## src/rtl/core/bkc_pkg.sv

```systemverilog
// ----------------------------------------------------------------------------
// bkc_pkg
// Shared types and constants of the button and knob conditioner.
// ----------------------------------------------------------------------------
`default_nettype none

package bkc_pkg;

  // operation codes of a request
  typedef enum logic [1:0] {
    OP_TICK       = 2'd0,
    OP_LOCK       = 2'd1,
    OP_UNLOCK     = 2'd2,
    OP_TRY_UNLOCK = 2'd3
  } op_t;

  // configuration register indexes
  typedef enum logic [2:0] {
    REG_HOLD_TICKS     = 3'd0,
    REG_ANALOG_MIN     = 3'd1,
    REG_ANALOG_MAX     = 3'd2,
    REG_FILTER_GAIN    = 3'd3,
    REG_LOCK_THRESHOLD = 3'd4
  } reg_idx_t;

  localparam int unsigned OP_W      = 2;
  localparam int unsigned BTN_W     = 2;
  localparam int unsigned SAMPLE_W  = 10;
  localparam int unsigned LEVEL_W   = 8;
  localparam int unsigned GAIN_W    = 9;
  localparam int unsigned CFG_IDX_W = 3;
  localparam int unsigned CFG_DATA_W = 10;

  // divider: numerator is (sample - min) * 255, quotient stays below 255
  localparam int unsigned NUM_W = SAMPLE_W + LEVEL_W;
  localparam int unsigned DEN_W = SAMPLE_W;
  localparam int unsigned QUO_W = LEVEL_W;
  localparam int unsigned CNT_W = 3;

  localparam logic [LEVEL_W-1:0] LEVEL_FULL = 8'd255;
  localparam logic [GAIN_W-1:0]  GAIN_FULL  = 9'd256;

  localparam logic [7:0]          HOLD_TICKS_RST     = 8'd15;
  localparam logic [SAMPLE_W-1:0] ANALOG_MIN_RST     = 10'd0;
  localparam logic [SAMPLE_W-1:0] ANALOG_MAX_RST     = 10'd1023;
  localparam logic [GAIN_W-1:0]   FILTER_GAIN_RST    = 9'd26;
  localparam logic [LEVEL_W-1:0]  LOCK_THRESHOLD_RST = 8'd5;

  typedef struct packed {
    logic busy;
    logic done;
  } div_stat_t;

endpackage

`default_nettype wire

```

## src/rtl/core/bkc_ifs.sv

```systemverilog
// ----------------------------------------------------------------------------
// bkc interfaces
// Request, result and configuration channels with valid/ready handshake.
// ----------------------------------------------------------------------------
`default_nettype none

interface bkc_item_if;
  logic                           valid;
  logic                           ready;
  logic [bkc_pkg::OP_W-1:0]       op;
  logic [bkc_pkg::BTN_W-1:0]      button_levels;
  logic [bkc_pkg::SAMPLE_W-1:0]   analog_sample;

  modport source (output valid, op, button_levels, analog_sample, input ready);
  modport sink   (input valid, op, button_levels, analog_sample, output ready);
endinterface

interface bkc_result_if;
  logic                           valid;
  logic                           ready;
  logic [bkc_pkg::BTN_W-1:0]      press_events;
  logic [bkc_pkg::BTN_W-1:0]      hold_events;
  logic [bkc_pkg::LEVEL_W-1:0]    analog_level;
  logic [bkc_pkg::LEVEL_W-1:0]    filtered_level;
  logic                           locked;

  modport source (output valid, press_events, hold_events, analog_level,
                  filtered_level, locked, input ready);
  modport sink   (input valid, press_events, hold_events, analog_level,
                  filtered_level, locked, output ready);
endinterface

interface bkc_cfg_if;
  logic                             valid;
  logic                             ready;
  logic [bkc_pkg::CFG_IDX_W-1:0]    index;
  logic [bkc_pkg::CFG_DATA_W-1:0]   data;

  modport source (output valid, index, data, input ready);
  modport sink   (input valid, index, data, output ready);
endinterface

`default_nettype wire

```

## src/rtl/core/bkc_divider.sv

```systemverilog
// ----------------------------------------------------------------------------
// bkc_divider
// Restoring divider, one compare and subtract per cycle, one quotient bit
// per step.
// ----------------------------------------------------------------------------
`default_nettype none

module bkc_divider (
  input  wire logic                         clk,
  input  wire logic                         rst,
  input  wire logic                         start,
  input  wire logic [bkc_pkg::NUM_W-1:0]    num,
  input  wire logic [bkc_pkg::DEN_W-1:0]    den,
  output logic      [bkc_pkg::QUO_W-1:0]    quo,
  output bkc_pkg::div_stat_t                stat
);

  localparam int unsigned NW = bkc_pkg::NUM_W;
  localparam int unsigned QW = bkc_pkg::QUO_W;
  localparam int unsigned CW = bkc_pkg::CNT_W;

  logic [NW-1:0] rem;
  logic [NW-1:0] dsh;
  logic [CW-1:0] cnt;
  logic          fits;

  assign fits = (rem >= dsh);

  always_ff @(posedge clk) begin
    if (rst) begin
      stat <= '0;
    end else begin
      stat.done <= 1'b0;
      if (start) begin
        stat.busy <= 1'b1;
      end else if (stat.busy && cnt == CW'(QW - 1)) begin
        stat.busy <= 1'b0;
        stat.done <= 1'b1;
      end
    end
  end

  always_ff @(posedge clk) begin
    if (start) begin
      rem <= num;
      // divisor aligned to the top quotient bit
      dsh <= NW'({den, {(QW-1){1'b0}}});
      quo <= '0;
      cnt <= '0;
    end else if (stat.busy) begin
      if (fits) begin
        rem <= rem - dsh;
      end
      quo <= {quo[QW-2:0], fits};
      dsh <= dsh >> 1;
      cnt <= cnt + CW'(1);
    end
  end

endmodule

`default_nettype wire

```

## src/rtl/core/button_and_knob_conditioner.sv

```systemverilog
// ----------------------------------------------------------------------------
// button_and_knob_conditioner
// Button press/hold detection, inverse knob mapping with a serial divider,
// exponential level average and knob lock.
// ----------------------------------------------------------------------------
// flow: a tick with sample strictly inside [min,max] runs 8 divider steps,
//   one multiply and one add before the result is valid; a clamped tick
//   skips the divider; lock/unlock/try-unlock go straight to the result
// requests: one request at a time, next request taken the cycle after the
//   result is loaded into the output register
// reset: synchronous; clears button, level and lock state, registers return
//   to their reset values, output register empties
`default_nettype none

module button_and_knob_conditioner #(
  parameter int unsigned NUM_BUTTONS = 2
) (
  input  wire logic           clk,
  input  wire logic           rst,
  bkc_item_if.sink            item,
  bkc_result_if.source        result,
  bkc_cfg_if.sink             cfg
);

  localparam int unsigned LW   = bkc_pkg::LEVEL_W;
  localparam int unsigned SW   = bkc_pkg::SAMPLE_W;
  localparam int unsigned GW   = bkc_pkg::GAIN_W;
  localparam int unsigned NW   = bkc_pkg::NUM_W;
  localparam int unsigned BW   = bkc_pkg::BTN_W;
  localparam int unsigned LV_N = (NUM_BUTTONS < BW) ? NUM_BUTTONS : BW;
  localparam int unsigned EV_W = (NUM_BUTTONS > BW) ? NUM_BUTTONS : BW;
  localparam int unsigned PW   = 2 * (LW + 1) + 1;

  typedef enum logic [4:0] {
    S_IDLE = 5'b00001,
    S_DIV  = 5'b00010,
    S_MUL  = 5'b00100,
    S_SUM  = 5'b01000,
    S_DONE = 5'b10000
  } state_t;

  state_t state;

  // configuration registers
  logic [7:0]    hold_ticks;
  logic [SW-1:0] analog_min;
  logic [SW-1:0] analog_max;
  logic [GW-1:0] filter_gain;
  logic [LW-1:0] lock_threshold;

  // knob state
  logic [LW-1:0] level_now;
  logic [LW-1:0] level_average;
  logic [LW-1:0] level_at_lock;
  logic          lock_flag;

  // button lanes
  logic          press_active [NUM_BUTTONS];
  logic          hold_active  [NUM_BUTTONS];
  logic [7:0]    press_ticks  [NUM_BUTTONS];
  logic          press_active_next [NUM_BUTTONS];
  logic          hold_active_next  [NUM_BUTTONS];
  logic [7:0]    press_ticks_next  [NUM_BUTTONS];
  logic [NUM_BUTTONS-1:0] down;
  logic [EV_W-1:0] press_ev_next;
  logic [EV_W-1:0] hold_ev_next;
  logic [BW-1:0]   press_ev;
  logic [BW-1:0]   hold_ev;

  logic                  item_acc;
  logic                  is_tick;
  logic [SW-1:0]         offset;
  logic [NW-1:0]         offset_w;
  logic [NW-1:0]         div_num;
  logic [SW-1:0]         div_den;
  logic                  div_start;
  logic                  map_full;
  logic                  map_zero;
  logic [bkc_pkg::QUO_W-1:0] div_quo;
  bkc_pkg::div_stat_t    div_stat;

  logic [GW-1:0]         gain_eff;
  logic signed [LW:0]    level_diff;
  logic signed [PW-1:0]  prod;
  logic signed [PW-1:0]  avg_sum;
  logic [LW-1:0]         lock_diff;
  logic                  out_free;

  assign item.ready = (state == S_IDLE);
  assign cfg.ready  = 1'b1;
  assign item_acc   = item.valid && item.ready;
  assign is_tick    = (item.op == bkc_pkg::OP_TICK);
  assign out_free   = !result.valid || result.ready;

  // ---------------- configuration ----------------
  always_ff @(posedge clk) begin
    if (rst) begin
      hold_ticks     <= bkc_pkg::HOLD_TICKS_RST;
      analog_min     <= bkc_pkg::ANALOG_MIN_RST;
      analog_max     <= bkc_pkg::ANALOG_MAX_RST;
      filter_gain    <= bkc_pkg::FILTER_GAIN_RST;
      lock_threshold <= bkc_pkg::LOCK_THRESHOLD_RST;
    end else if (cfg.valid && cfg.ready) begin
      unique case (cfg.index)
        bkc_pkg::REG_HOLD_TICKS:     hold_ticks     <= cfg.data[7:0];
        bkc_pkg::REG_ANALOG_MIN:     analog_min     <= cfg.data[SW-1:0];
        bkc_pkg::REG_ANALOG_MAX:     analog_max     <= cfg.data[SW-1:0];
        bkc_pkg::REG_FILTER_GAIN:    filter_gain    <= cfg.data[GW-1:0];
        bkc_pkg::REG_LOCK_THRESHOLD: lock_threshold <= cfg.data[LW-1:0];
        default: ;
      endcase
    end
  end

  // ---------------- button lanes ----------------
  always_comb begin
    down = '0;
    down[LV_N-1:0] = item.button_levels[LV_N-1:0];
  end

  always_comb begin
    press_ev_next = '0;
    hold_ev_next  = '0;
    for (int i = 0; i < NUM_BUTTONS; i++) begin
      press_active_next[i] = press_active[i];
      hold_active_next[i]  = hold_active[i];
      press_ticks_next[i]  = press_ticks[i];
      if (down[i]) begin
        if (!press_active[i]) begin
          press_ticks_next[i]  = '0;
          press_active_next[i] = 1'b1;
        end else if (press_ticks[i] != 8'hff) begin
          press_ticks_next[i] = press_ticks[i] + 8'd1;
        end
        if (press_ticks_next[i] > hold_ticks && !hold_active[i]) begin
          hold_active_next[i] = 1'b1;
          hold_ev_next[i]     = 1'b1;
        end
      end else if (press_active[i]) begin
        if (hold_active[i]) begin
          hold_active_next[i] = 1'b0;
        end else begin
          press_ev_next[i] = 1'b1;
        end
        press_active_next[i] = 1'b0;
      end
    end
  end

  always_ff @(posedge clk) begin
    if (rst) begin
      for (int i = 0; i < NUM_BUTTONS; i++) begin
        press_active[i] <= 1'b0;
        hold_active[i]  <= 1'b0;
        press_ticks[i]  <= '0;
      end
    end else if (item_acc && is_tick) begin
      for (int i = 0; i < NUM_BUTTONS; i++) begin
        press_active[i] <= press_active_next[i];
        hold_active[i]  <= hold_active_next[i];
        press_ticks[i]  <= press_ticks_next[i];
      end
    end
  end

  always_ff @(posedge clk) begin
    if (item_acc) begin
      press_ev <= is_tick ? press_ev_next[BW-1:0] : '0;
      hold_ev  <= is_tick ? hold_ev_next[BW-1:0]  : '0;
    end
  end

  // ---------------- knob mapping ----------------
  assign map_full = (analog_max <= analog_min) || (item.analog_sample <= analog_min);
  assign map_zero = (item.analog_sample >= analog_max);
  assign offset   = item.analog_sample - analog_min;
  assign offset_w = NW'(offset);
  // times 255 as shift and subtract
  assign div_num  = (offset_w << LW) - offset_w;
  assign div_den  = analog_max - analog_min;
  assign div_start = item_acc && is_tick && !map_full && !map_zero;

  bkc_divider u_div (
    .clk   (clk),
    .rst   (rst),
    .start (div_start),
    .num   (div_num),
    .den   (div_den),
    .quo   (div_quo),
    .stat  (div_stat)
  );

  // average as avg + floor((level - avg) * g / 256)
  assign gain_eff   = (filter_gain > bkc_pkg::GAIN_FULL) ? bkc_pkg::GAIN_FULL : filter_gain;
  assign level_diff = $signed({1'b0, level_now}) - $signed({1'b0, level_average});
  assign avg_sum    = $signed(PW'({1'b0, level_average})) + (prod >>> LW);
  assign lock_diff  = (level_now >= level_at_lock) ? level_now - level_at_lock
                                                   : level_at_lock - level_now;

  // ---------------- sequencer ----------------
  always_ff @(posedge clk) begin
    if (rst) begin
      state         <= S_IDLE;
      level_now     <= '0;
      level_average <= '0;
      level_at_lock <= '0;
      lock_flag     <= 1'b0;
    end else begin
      unique case (state)
        S_IDLE: begin
          if (item_acc) begin
            unique case (item.op)
              bkc_pkg::OP_TICK: begin
                if (map_full) begin
                  level_now <= bkc_pkg::LEVEL_FULL;
                  state     <= S_MUL;
                end else if (map_zero) begin
                  level_now <= '0;
                  state     <= S_MUL;
                end else begin
                  state <= S_DIV;
                end
              end
              bkc_pkg::OP_LOCK: begin
                level_at_lock <= level_now;
                lock_flag     <= 1'b1;
                state         <= S_DONE;
              end
              bkc_pkg::OP_UNLOCK: begin
                lock_flag <= 1'b0;
                state     <= S_DONE;
              end
              bkc_pkg::OP_TRY_UNLOCK: begin
                if (lock_flag && lock_diff > lock_threshold) begin
                  lock_flag <= 1'b0;
                end
                state <= S_DONE;
              end
              default: state <= S_DONE;
            endcase
          end
        end
        S_DIV: begin
          if (div_stat.done) begin
            level_now <= bkc_pkg::LEVEL_FULL - div_quo;
            state     <= S_MUL;
          end
        end
        S_MUL: begin
          state <= S_SUM;
        end
        S_SUM: begin
          level_average <= avg_sum[LW-1:0];
          state         <= S_DONE;
        end
        S_DONE: begin
          if (out_free) begin
            state <= S_IDLE;
          end
        end
        default: state <= S_IDLE;
      endcase
    end
  end

  always_ff @(posedge clk) begin
    if (state == S_MUL) begin
      prod <= level_diff * $signed({1'b0, gain_eff});
    end
  end

  // ---------------- output register ----------------
  always_ff @(posedge clk) begin
    if (rst) begin
      result.valid <= 1'b0;
    end else if (state == S_DONE && out_free) begin
      result.valid <= 1'b1;
    end else if (result.ready) begin
      result.valid <= 1'b0;
    end
  end

  always_ff @(posedge clk) begin
    if (state == S_DONE && out_free) begin
      result.press_events   <= press_ev;
      result.hold_events    <= hold_ev;
      result.analog_level   <= level_now;
      result.filtered_level <= level_average;
      result.locked         <= lock_flag;
    end
  end

  // ---------------- assertions ----------------
  a_div_only_in_div: assert property (@(posedge clk) disable iff (rst)
    div_stat.busy |-> (state == S_DIV))
    else $error("divider running outside the divide phase");

  a_lock_from_request: assert property (@(posedge clk) disable iff (rst)
    $rose(lock_flag) |-> $past(item_acc && item.op == bkc_pkg::OP_LOCK))
    else $error("lock set without a lock request");

  a_press_hold_excl: assert property (@(posedge clk) disable iff (rst)
    result.valid |-> ((result.press_events & result.hold_events) == '0))
    else $error("press and hold event on the same button");

  a_done_leads_div: assert property (@(posedge clk) disable iff (rst)
    div_stat.done |-> (state == S_DIV))
    else $error("divider result arrived outside the divide phase");

endmodule

`default_nettype wire
```

## src/flat_wrapper.sv

```systemverilog
// flat-port wrapper written by rule: the top's interface ports become plain ports
module button_and_knob_conditioner_flat 
#(
  parameter int unsigned NUM_BUTTONS = 2
)
  (clk, rst, item_valid, item_op, item_button_levels, item_analog_sample, item_ready, result_valid, result_press_events, result_hold_events, result_analog_level, result_filtered_level, result_locked, result_ready, cfg_valid, cfg_index, cfg_data, cfg_ready);
  bkc_item_if item_i ();
  bkc_result_if result_i ();
  bkc_cfg_if cfg_i ();
  input  wire logic clk;
  input  wire logic rst;
  input wire logic [$bits(item_i.valid)-1:0] item_valid;
  input wire logic [$bits(item_i.op)-1:0] item_op;
  input wire logic [$bits(item_i.button_levels)-1:0] item_button_levels;
  input wire logic [$bits(item_i.analog_sample)-1:0] item_analog_sample;
  output wire logic [$bits(item_i.ready)-1:0] item_ready;
  output wire logic [$bits(result_i.valid)-1:0] result_valid;
  output wire logic [$bits(result_i.press_events)-1:0] result_press_events;
  output wire logic [$bits(result_i.hold_events)-1:0] result_hold_events;
  output wire logic [$bits(result_i.analog_level)-1:0] result_analog_level;
  output wire logic [$bits(result_i.filtered_level)-1:0] result_filtered_level;
  output wire logic [$bits(result_i.locked)-1:0] result_locked;
  input wire logic [$bits(result_i.ready)-1:0] result_ready;
  input wire logic [$bits(cfg_i.valid)-1:0] cfg_valid;
  input wire logic [$bits(cfg_i.index)-1:0] cfg_index;
  input wire logic [$bits(cfg_i.data)-1:0] cfg_data;
  output wire logic [$bits(cfg_i.ready)-1:0] cfg_ready;
  assign item_i.valid = item_valid;
  assign item_i.op = item_op;
  assign item_i.button_levels = item_button_levels;
  assign item_i.analog_sample = item_analog_sample;
  assign item_ready = item_i.ready;
  assign result_valid = result_i.valid;
  assign result_press_events = result_i.press_events;
  assign result_hold_events = result_i.hold_events;
  assign result_analog_level = result_i.analog_level;
  assign result_filtered_level = result_i.filtered_level;
  assign result_locked = result_i.locked;
  assign result_i.ready = result_ready;
  assign cfg_i.valid = cfg_valid;
  assign cfg_i.index = cfg_index;
  assign cfg_i.data = cfg_data;
  assign cfg_ready = cfg_i.ready;
  button_and_knob_conditioner #(.NUM_BUTTONS(NUM_BUTTONS)) u_core (.clk(clk), .rst(rst), .item(item_i), .result(result_i), .cfg(cfg_i));
endmodule
```

## config.mk

```make
export PLATFORM = sky130hd
export DESIGN_NAME = button_and_knob_conditioner_flat
export DESIGN_NICKNAME = d
export VERILOG_FILES = /design/src/rtl/core/bkc_pkg.sv /design/src/rtl/core/bkc_ifs.sv /design/src/rtl/core/bkc_divider.sv /design/src/rtl/core/button_and_knob_conditioner.sv /design/src/flat_wrapper.sv
export SDC_FILE = /design/constraint.sdc
export NUM_CORES = 1
export LEC_CHECK = 0
export ABC_CLOCK_PERIOD_IN_PS = 8600
export BUFFER_PORTS_ARGS = -buffer_cell sky130_fd_sc_hd__clkbuf_2
export CORE_MARGIN = 2
export CORE_UTILIZATION = 55
export DETAILED_ROUTE_END_ITERATION = 16
export GPL_ROUTABILITY_DRIVEN = 0
export GPL_TIMING_DRIVEN = 0
export MAX_ROUTING_LAYER = met4
export PLACE_DENSITY = 0.72
export RECOVER_POWER = 25
export SLEW_MARGIN = 10
export SYNTH_ARGS = -nofsm -noshare
export SYNTH_HDL_FRONTEND = slang
export SYNTH_SLANG_ARGS = --single-unit
```

## constraint.sdc

```tcl
create_clock -name clk -period 8.6 [get_ports clk]
set_input_delay 0.43 -clock clk [delete_from_list [all_inputs] [get_ports clk]]
set_output_delay 0.43 -clock clk [all_outputs]
set_load 0.05 [all_outputs]
```

* Word level (Yosys, flattened, before mapping)
Memories as Yosys holds them, arrays and structs flattened.
Index checks and enable logic that the tools add are counted.
** Storage, ports and cells
- Output and inout bits :: 24
- Memories kept :: 3
- Register bits :: 165
- Input port bits :: 32
- Word-level logic and storage cells :: 180
- Memory bits (writable) :: 20
** Memory list
- u_core.press_ticks :: depth 2, width 8, read ports 2, clocked after memory_dff 0, write ports 2, RTL line button_and_knob_conditioner.sv:60 : logic [7:0] press_ticks [NUM_BUTTONS];
- u_core.hold_active :: depth 2, width 1, read ports 2, clocked after memory_dff 0, write ports 2, RTL line button_and_knob_conditioner.sv:59 : logic hold_active [NUM_BUTTONS];
- u_core.press_active :: depth 2, width 1, read ports 2, clocked after memory_dff 0, write ports 2, RTL line button_and_knob_conditioner.sv:58 : logic press_active [NUM_BUTTONS];
** Operators by class
- $lt $le $gt $ge :: 9
- Reductions and logical operators :: 40
- Equality and inequality tests :: 21
- Mux-type cells :: 57
- $mul :: 1
- Bitwise gates (word level) :: 9
- Add/sub/neg operators :: 12
** Operator list (number)
- $mux W8 :: 16
- $mux W18 :: 3
- $mux W17 :: 2
- $mux W1 :: 25
- $pmux W5 S5 :: 1
- $gt A8 B8 Y1 :: 3
- $le A10 B10 Y1 :: 2
- $mux W5 :: 4
- $sub A10 B10 Y10 :: 2
- $ge A18 B17 Y1 :: 1
- $sub A18 B10 Y18 :: 1
- $sub A18 B17 Y18 :: 1
- $add A8 B1 Y8 const B :: 2
- $mul A9 B10 Y16 :: 1
- $ne A8 B8 Y1 const B :: 2
- $pmux W8 S2 :: 1
- $reduce_and A2 Y1 :: 8
- $sub A8 B8 Y8 :: 2
- $ge A10 B10 Y1 :: 1
- $pmux W5 S2 :: 1
- $reduce_bool A2 Y1 :: 5
- $gt A9 B9 Y1 const B :: 1
- $logic_and A1 B1 Y1 :: 9
- $mux W9 :: 1
- other kinds (33) :: 54

* Depth between registers and ports, before layout
An unclocked memory read counts as a cell.
- Depth after elaboration :: 10
- Gate-level depth with buffers :: 27
- Depth with buffers taken out :: 27

* Cells and area by module
A second synthesis with hierarchy kept.
** Second synthesis, totals
- Cells, all modules :: 1492
- Area, all modules :: 13503.0 um^2
** Modules (own cells, without submodules)
- button_and_knob_conditioner :: cells each 1203, instances 1, sequential area each 3113.0 um^2, area each 10702.8 um^2
- bkc_divider :: cells each 289, instances 1, sequential area each 1241.2 um^2, area each 2800.2 um^2

* Worst setup path after synthesis
No wires, ideal clock.
- Path kind :: flip-flop to flip-flop
- From :: register u_core.level_now[0]
- To :: register u_core.prod[15], data pin
- Arrival :: 5942 ps
- Required time :: 8342 ps
- Period minus slack after synthesis :: 6200 ps
- Setup time :: 258 ps
- Slack :: 2400 ps
- Buffers on the path :: 0
- Stages on the path, launching flop included :: 26
- Cell sequence :: dfxtp_1 inv_1 ha_1 inv_1 fa_1 a21oi_1 o2111ai_1 a21o_1 a21o_1 nor2_1 fa_1 inv_1 fa_1 fa_1 fa_1 inv_1 fa_1 ha_1 and2_1 a22oi_1 a311oi_1 o21a_1 o21a_1 o21a_1 nor2_1 xnor2_1
** On the way
- Cells in the longest elaborated chain, start to end :: 2
** RTL lines
- start, declared :: RTL line button_and_knob_conditioner.sv:52 : logic [LW-1:0] level_now;
- start signal, assigned :: RTL line button_and_knob_conditioner.sv:215 : level_now <= bkc_pkg::LEVEL_FULL;
- start signal, assigned :: RTL line button_and_knob_conditioner.sv:245 : level_now <= bkc_pkg::LEVEL_FULL - div_quo;
- $sub A8 B8 Y9 :: RTL line button_and_knob_conditioner.sv:195 : assign level_diff = $signed({1'b0, level_now}) - $signed({1'b0, level_average});
- $mul A9 B10 Y16 :: RTL line button_and_knob_conditioner.sv:268 : prod <= level_diff * $signed({1'b0, gain_eff});
- end signal, assigned :: RTL line button_and_knob_conditioner.sv:268
- end, declared :: RTL line button_and_knob_conditioner.sv:84 : logic signed [PW-1:0] prod;
Every way passes these cells.
A chain may end at the register's enable or synchronous reset.

* Final worst setup path
Ends and elaborated chain as after synthesis.

==> results.py <==
metrics = {
    "clock_tree": {
        "cts_tree": "built",
        "root_buffer": "clkbuf_16",
        "clkTransAtPathRegs_ps": 80,
        "cts_sinks": 177,
        "htree_num_levels": 4,
        "cts_buffer_depth": 2,
        "cts_setup_buffers": 0,
        "clock_latency_ps": 450,
        "ctsResizeCount": 0,
        "cts_buffers": 17,
        "ctsHoldBuffers": 0,
    },
    "yosys": {
        "synthAdderAreaFrac_pct": 22.1,
        "ys_seq_area_share_pct": 32.2,
        "synthFlopType": "dfxtp_1",
        "ys_seq_elements": 177,
        "synth_cells": 1503,
        "ys_warn_count": 0,
        "synth_cell_types": 72,
        "syn_area_um2": 13500,
        "postSynthAreaPerCell_um2": 8.99,
        "synth_compound_area_share_pct": 12.7,
        "synth_edf_count": 81,
        "synth_fp_nets": 1740,
        "synthXorXnorAreaFrac_pct": 5.47,
        "synthSimpleGateAreaFrac_pct": 18.6,
        "synthMuxAreaShare_pct": 2.84,
        "synth_top_family_by_area": "adder cells",
        "synthArstFlopShare_pct": 0,
    },
    "timing": {
        "rsz0062_at_grt": "false",
        "fin_ws_ps": 1490,
        "tns_ps": 0,
        "holdWs_ps": 198,
        "slew_violations": 0,
        "setup_violations": 0,
        "fin_crit_ps": 7110,
        "max_freq_mhz": 141,
        "relSlewSlack_pct": 33.8,
        "skew_ps": 18.8,
        "fin_crit_sh_pct": 82.7,
        "hold_viol_final": 0,
        "tightest_slew_ps": 968,
    },
    "place": {
        "io_buffers": 54,
        "dp_slack_ps": 1660,
        "place_area_um2": 14200,
        "hpwl_um": 25000,
        "dp.cells": 1883,
    },
    "worst_setup_path": {
        "cpLargestDelayFamily": "adder cells",
        "crit_slowest_cell": "xnor2_1",
        "endpoint": "u_core.prod[15]",
        "crit_chain": "inv_1 > ha_1 > inv_1 > fa_1 > a21oi_1 > o2111ai_1 > xnor2_1 > nor2_1 > fa_1 > inv_1 > fa_1 > fa_1 > fa_1 > inv_1 > fa_1 > ha_1 > and2_1 > a22oi_1 > a311oi_1 > o21a_1 > o21a_1 > o21a_1 > nor2_1 > xnor2_1",
        "path_buf_inv": 4,
        "start_kind": "flip-flop",
        "r2r-end": "u_core.prod[15]",
        "rr_startpoint": "u_core.level_now[0]",
        "cp_common_cell": "fa_1",
        "r2r_cells": 24,
        "crit_required_ps": 8780,
        "path_max_fanout": 5,
        "worstSetupStartpoint": "u_core.level_now[0]",
        "cp.arrival_ps": 7290,
        "crit_path_max_incr_delay_ps": 550,
        "r2r_slack_ps": 1490,
        "end_kind": "flip-flop",
        "path_class": "flip-flop to flip-flop",
        "path_depth": 24,
    },
    "drt": {
        "via_per_inst": 5.54,
        "routed_wl_um": 31600,
        "dr.pass1.iters": 5,
        "post_drt_wl_per_cell_um": 16.5,
        "num_vias": 10600,
        "drc": 0,
        "ant_nets": 0,
        "drt_iter0_drc": 778,
    },
    "floorplanning": {
        "die_x_um": 161,
        "fp-row-count": 57,
        "ioPinCount": 56,
        "initial_core_util_pct": 55.7,
        "die-area_um2": 25800,
        "die_y_um": 161,
        "core_um2": 24200,
    },
    "hold_path": {
        "min_path_type": "input pin to flip-flop",
    },
    "pwr": {
        "powerDensity_nw_per_um2": 169,
        "total_power_mw": 2.50,
        "ir_worst_vdd_v": 0.000105,
        "power_leakage_nw": 6.30,
    },
    "final_layout": {
        "fin_util_pct": 61.0,
        "nets": 1815,
        "final_cell_mix": "inv_1, nand2_1, ha_1, nor2_1, dfxtp_1",
        "layout_commonest_cell": "inv_1",
        "diodes": 0,
        "n_fill_cell": 2149,
        "postLayoutCellArea_um2": 14800,
        "final_layout_size_suffix_gt1_share_pct": 5.91,
        "fin_cells": 1915,
        "area_growth_pct": 9.41,
    },
    "status": {
        "status": "complete, no violations",
    },
    "grt": {
        "grt_start_max_net_pins": 20,
        "antenna_found_initial": 0,
        "overflow": 0,
        "grt_pass1_vias": 10700,
        "grt_usage_pct": 26.3,
        "grt_pass1_wl_um": 52900,
    },
    "run": {
        "cap_violations": 0,
    },
}
-- cell usage after synthesis, types with 14 or more instances --
| library cell | count | area [um^2] |
|---|---|---|
| a21oi_1 | 94 | 470 |
| xnor2_1 | 42 | 368 |
| a21o_1 | 23 | 173 |
| clkbuf_1 | 35 | 131 |
| mux2i_1 | 35 | 350 |
| o21a_1 | 17 | 128 |
| dfxtp_1 | 96 | 1920 |
| nor3_1 | 29 | 145 |
| a31oi_1 | 19 | 119 |
| nor2_1 | 135 | 507 |
| nor2b_1 | 27 | 169 |
| nand2_1 | 155 | 582 |
| nand3_1 | 44 | 220 |
| nand3b_1 | 14 | 105 |
| and2_1 | 26 | 163 |
| fa_1 | 56 | 1120 |
| edfxtp_1 | 81 | 2430 |
| xor2_1 | 38 | 333 |
| o21ai_0 | 47 | 235 |
| nand2b_1 | 32 | 200 |
| inv_1 | 170 | 638 |
| ha_1 | 149 | 1860 |
-- worst min path at each step --
| stage | startpoint | end | slack [ps] | cells past startpoint |
|---|---|---|---|---|
| after global routing | cfg_data[9] | u_core.analog_max[9] | 200 | 2 |
| after CTS | cfg_data[9] | u_core.analog_max[9] | 190 | 2 |
| after global placement | u_core.hold_ev[0] | u_core.result.hold_events[0] | 400 | 0 |
| after floorplan | u_core.hold_ev[0] | u_core.result.hold_events[0] | 400 | 0 |
| final | cfg_data[9] | u_core.analog_max[9] | 200 | 2 |
| after detailed placement | u_core.hold_ev[0] | u_core.result.hold_events[0] | 420 | 0 |
-- where the power goes --
group / internal [mW] / switching [mW] / total [mW] / leakage, nW
clock network: 0.390 / 0.384 / 0.774 / 0.288
logic: 0.282 / 0.422 / 0.704 / 4.46
registers: 0.974 / 0.0509 / 1.03 / 1.55
-- state kept, by name (all words and copies together), names as in the netlist, 3 cells and up --
signal	flops
u_core.lock_threshold	8
u_core.u_div.cnt	3
u_core.u_div.dsh	17
u_core.analog_min	10
u_core.analog_max	10
u_core.u_div.rem	18
u_core.result.filtered_level	8
u_core.hold_ticks	8
u_core.level_average	8
u_core.prod	8
u_core.filter_gain	9
u_core.level_at_lock	8
u_core.result.analog_level	8
u_core.level_now	8
u_core.press_ticks	16
u_core.u_div.quo	8
u_core.state	5
-- metal layers --
metal | track usage (%) | up-vias | routed length (um)
li1 | - | 5272 | -
met1 | 34.3 | 5038 | 14400
met2 | 42.5 | 256 | 14800
met3 | 4.47 | 38 | 1890
met4 | 7.18 | 0 | 517
met5 | - | - | 0
-- area by class of cell --
type	instances	area, um^2	share of cell area [%]
Multi-Input combinational cell	1111	8350	56.5
Sequential cell	177	4350	29.4
Inverter	173	649	4.39
Clock buffer	17	425	2.88
Tap cell	324	405	2.74
Timing Repair Buffer	56	265	1.79
Buffer	42	175	1.18
Clock inverter	15	163	1.10
-- worst reg2reg max path: stages (launching register included) --
cell,delay (ps)
dfxtp_1,380
inv_1,150
ha_1,160
inv_1,50
fa_1,400
a21oi_1,210
o2111ai_1,250
xnor2_1,550
nor2_1,120
fa_1,500
inv_1,60
fa_1,510
fa_1,520
fa_1,540
inv_1,60
fa_1,450
ha_1,340
and2_1,160
a22oi_1,340
a311oi_1,240
o21a_1,240
o21a_1,200
o21a_1,190
nor2_1,120
xnor2_1,100
-- cells by family after synthesis --
family / count (synthesis)
adder cells (fa/ha/maj): 205
AO/OA/AOI/OAI: 267
buffers and inverters: 215
multiplexers: 38
XOR/XNOR: 82
other: 1
AND/OR/NAND/NOR: 518
flip-flops: 177
Note: power is estimated with default switching activity, not from simulation.
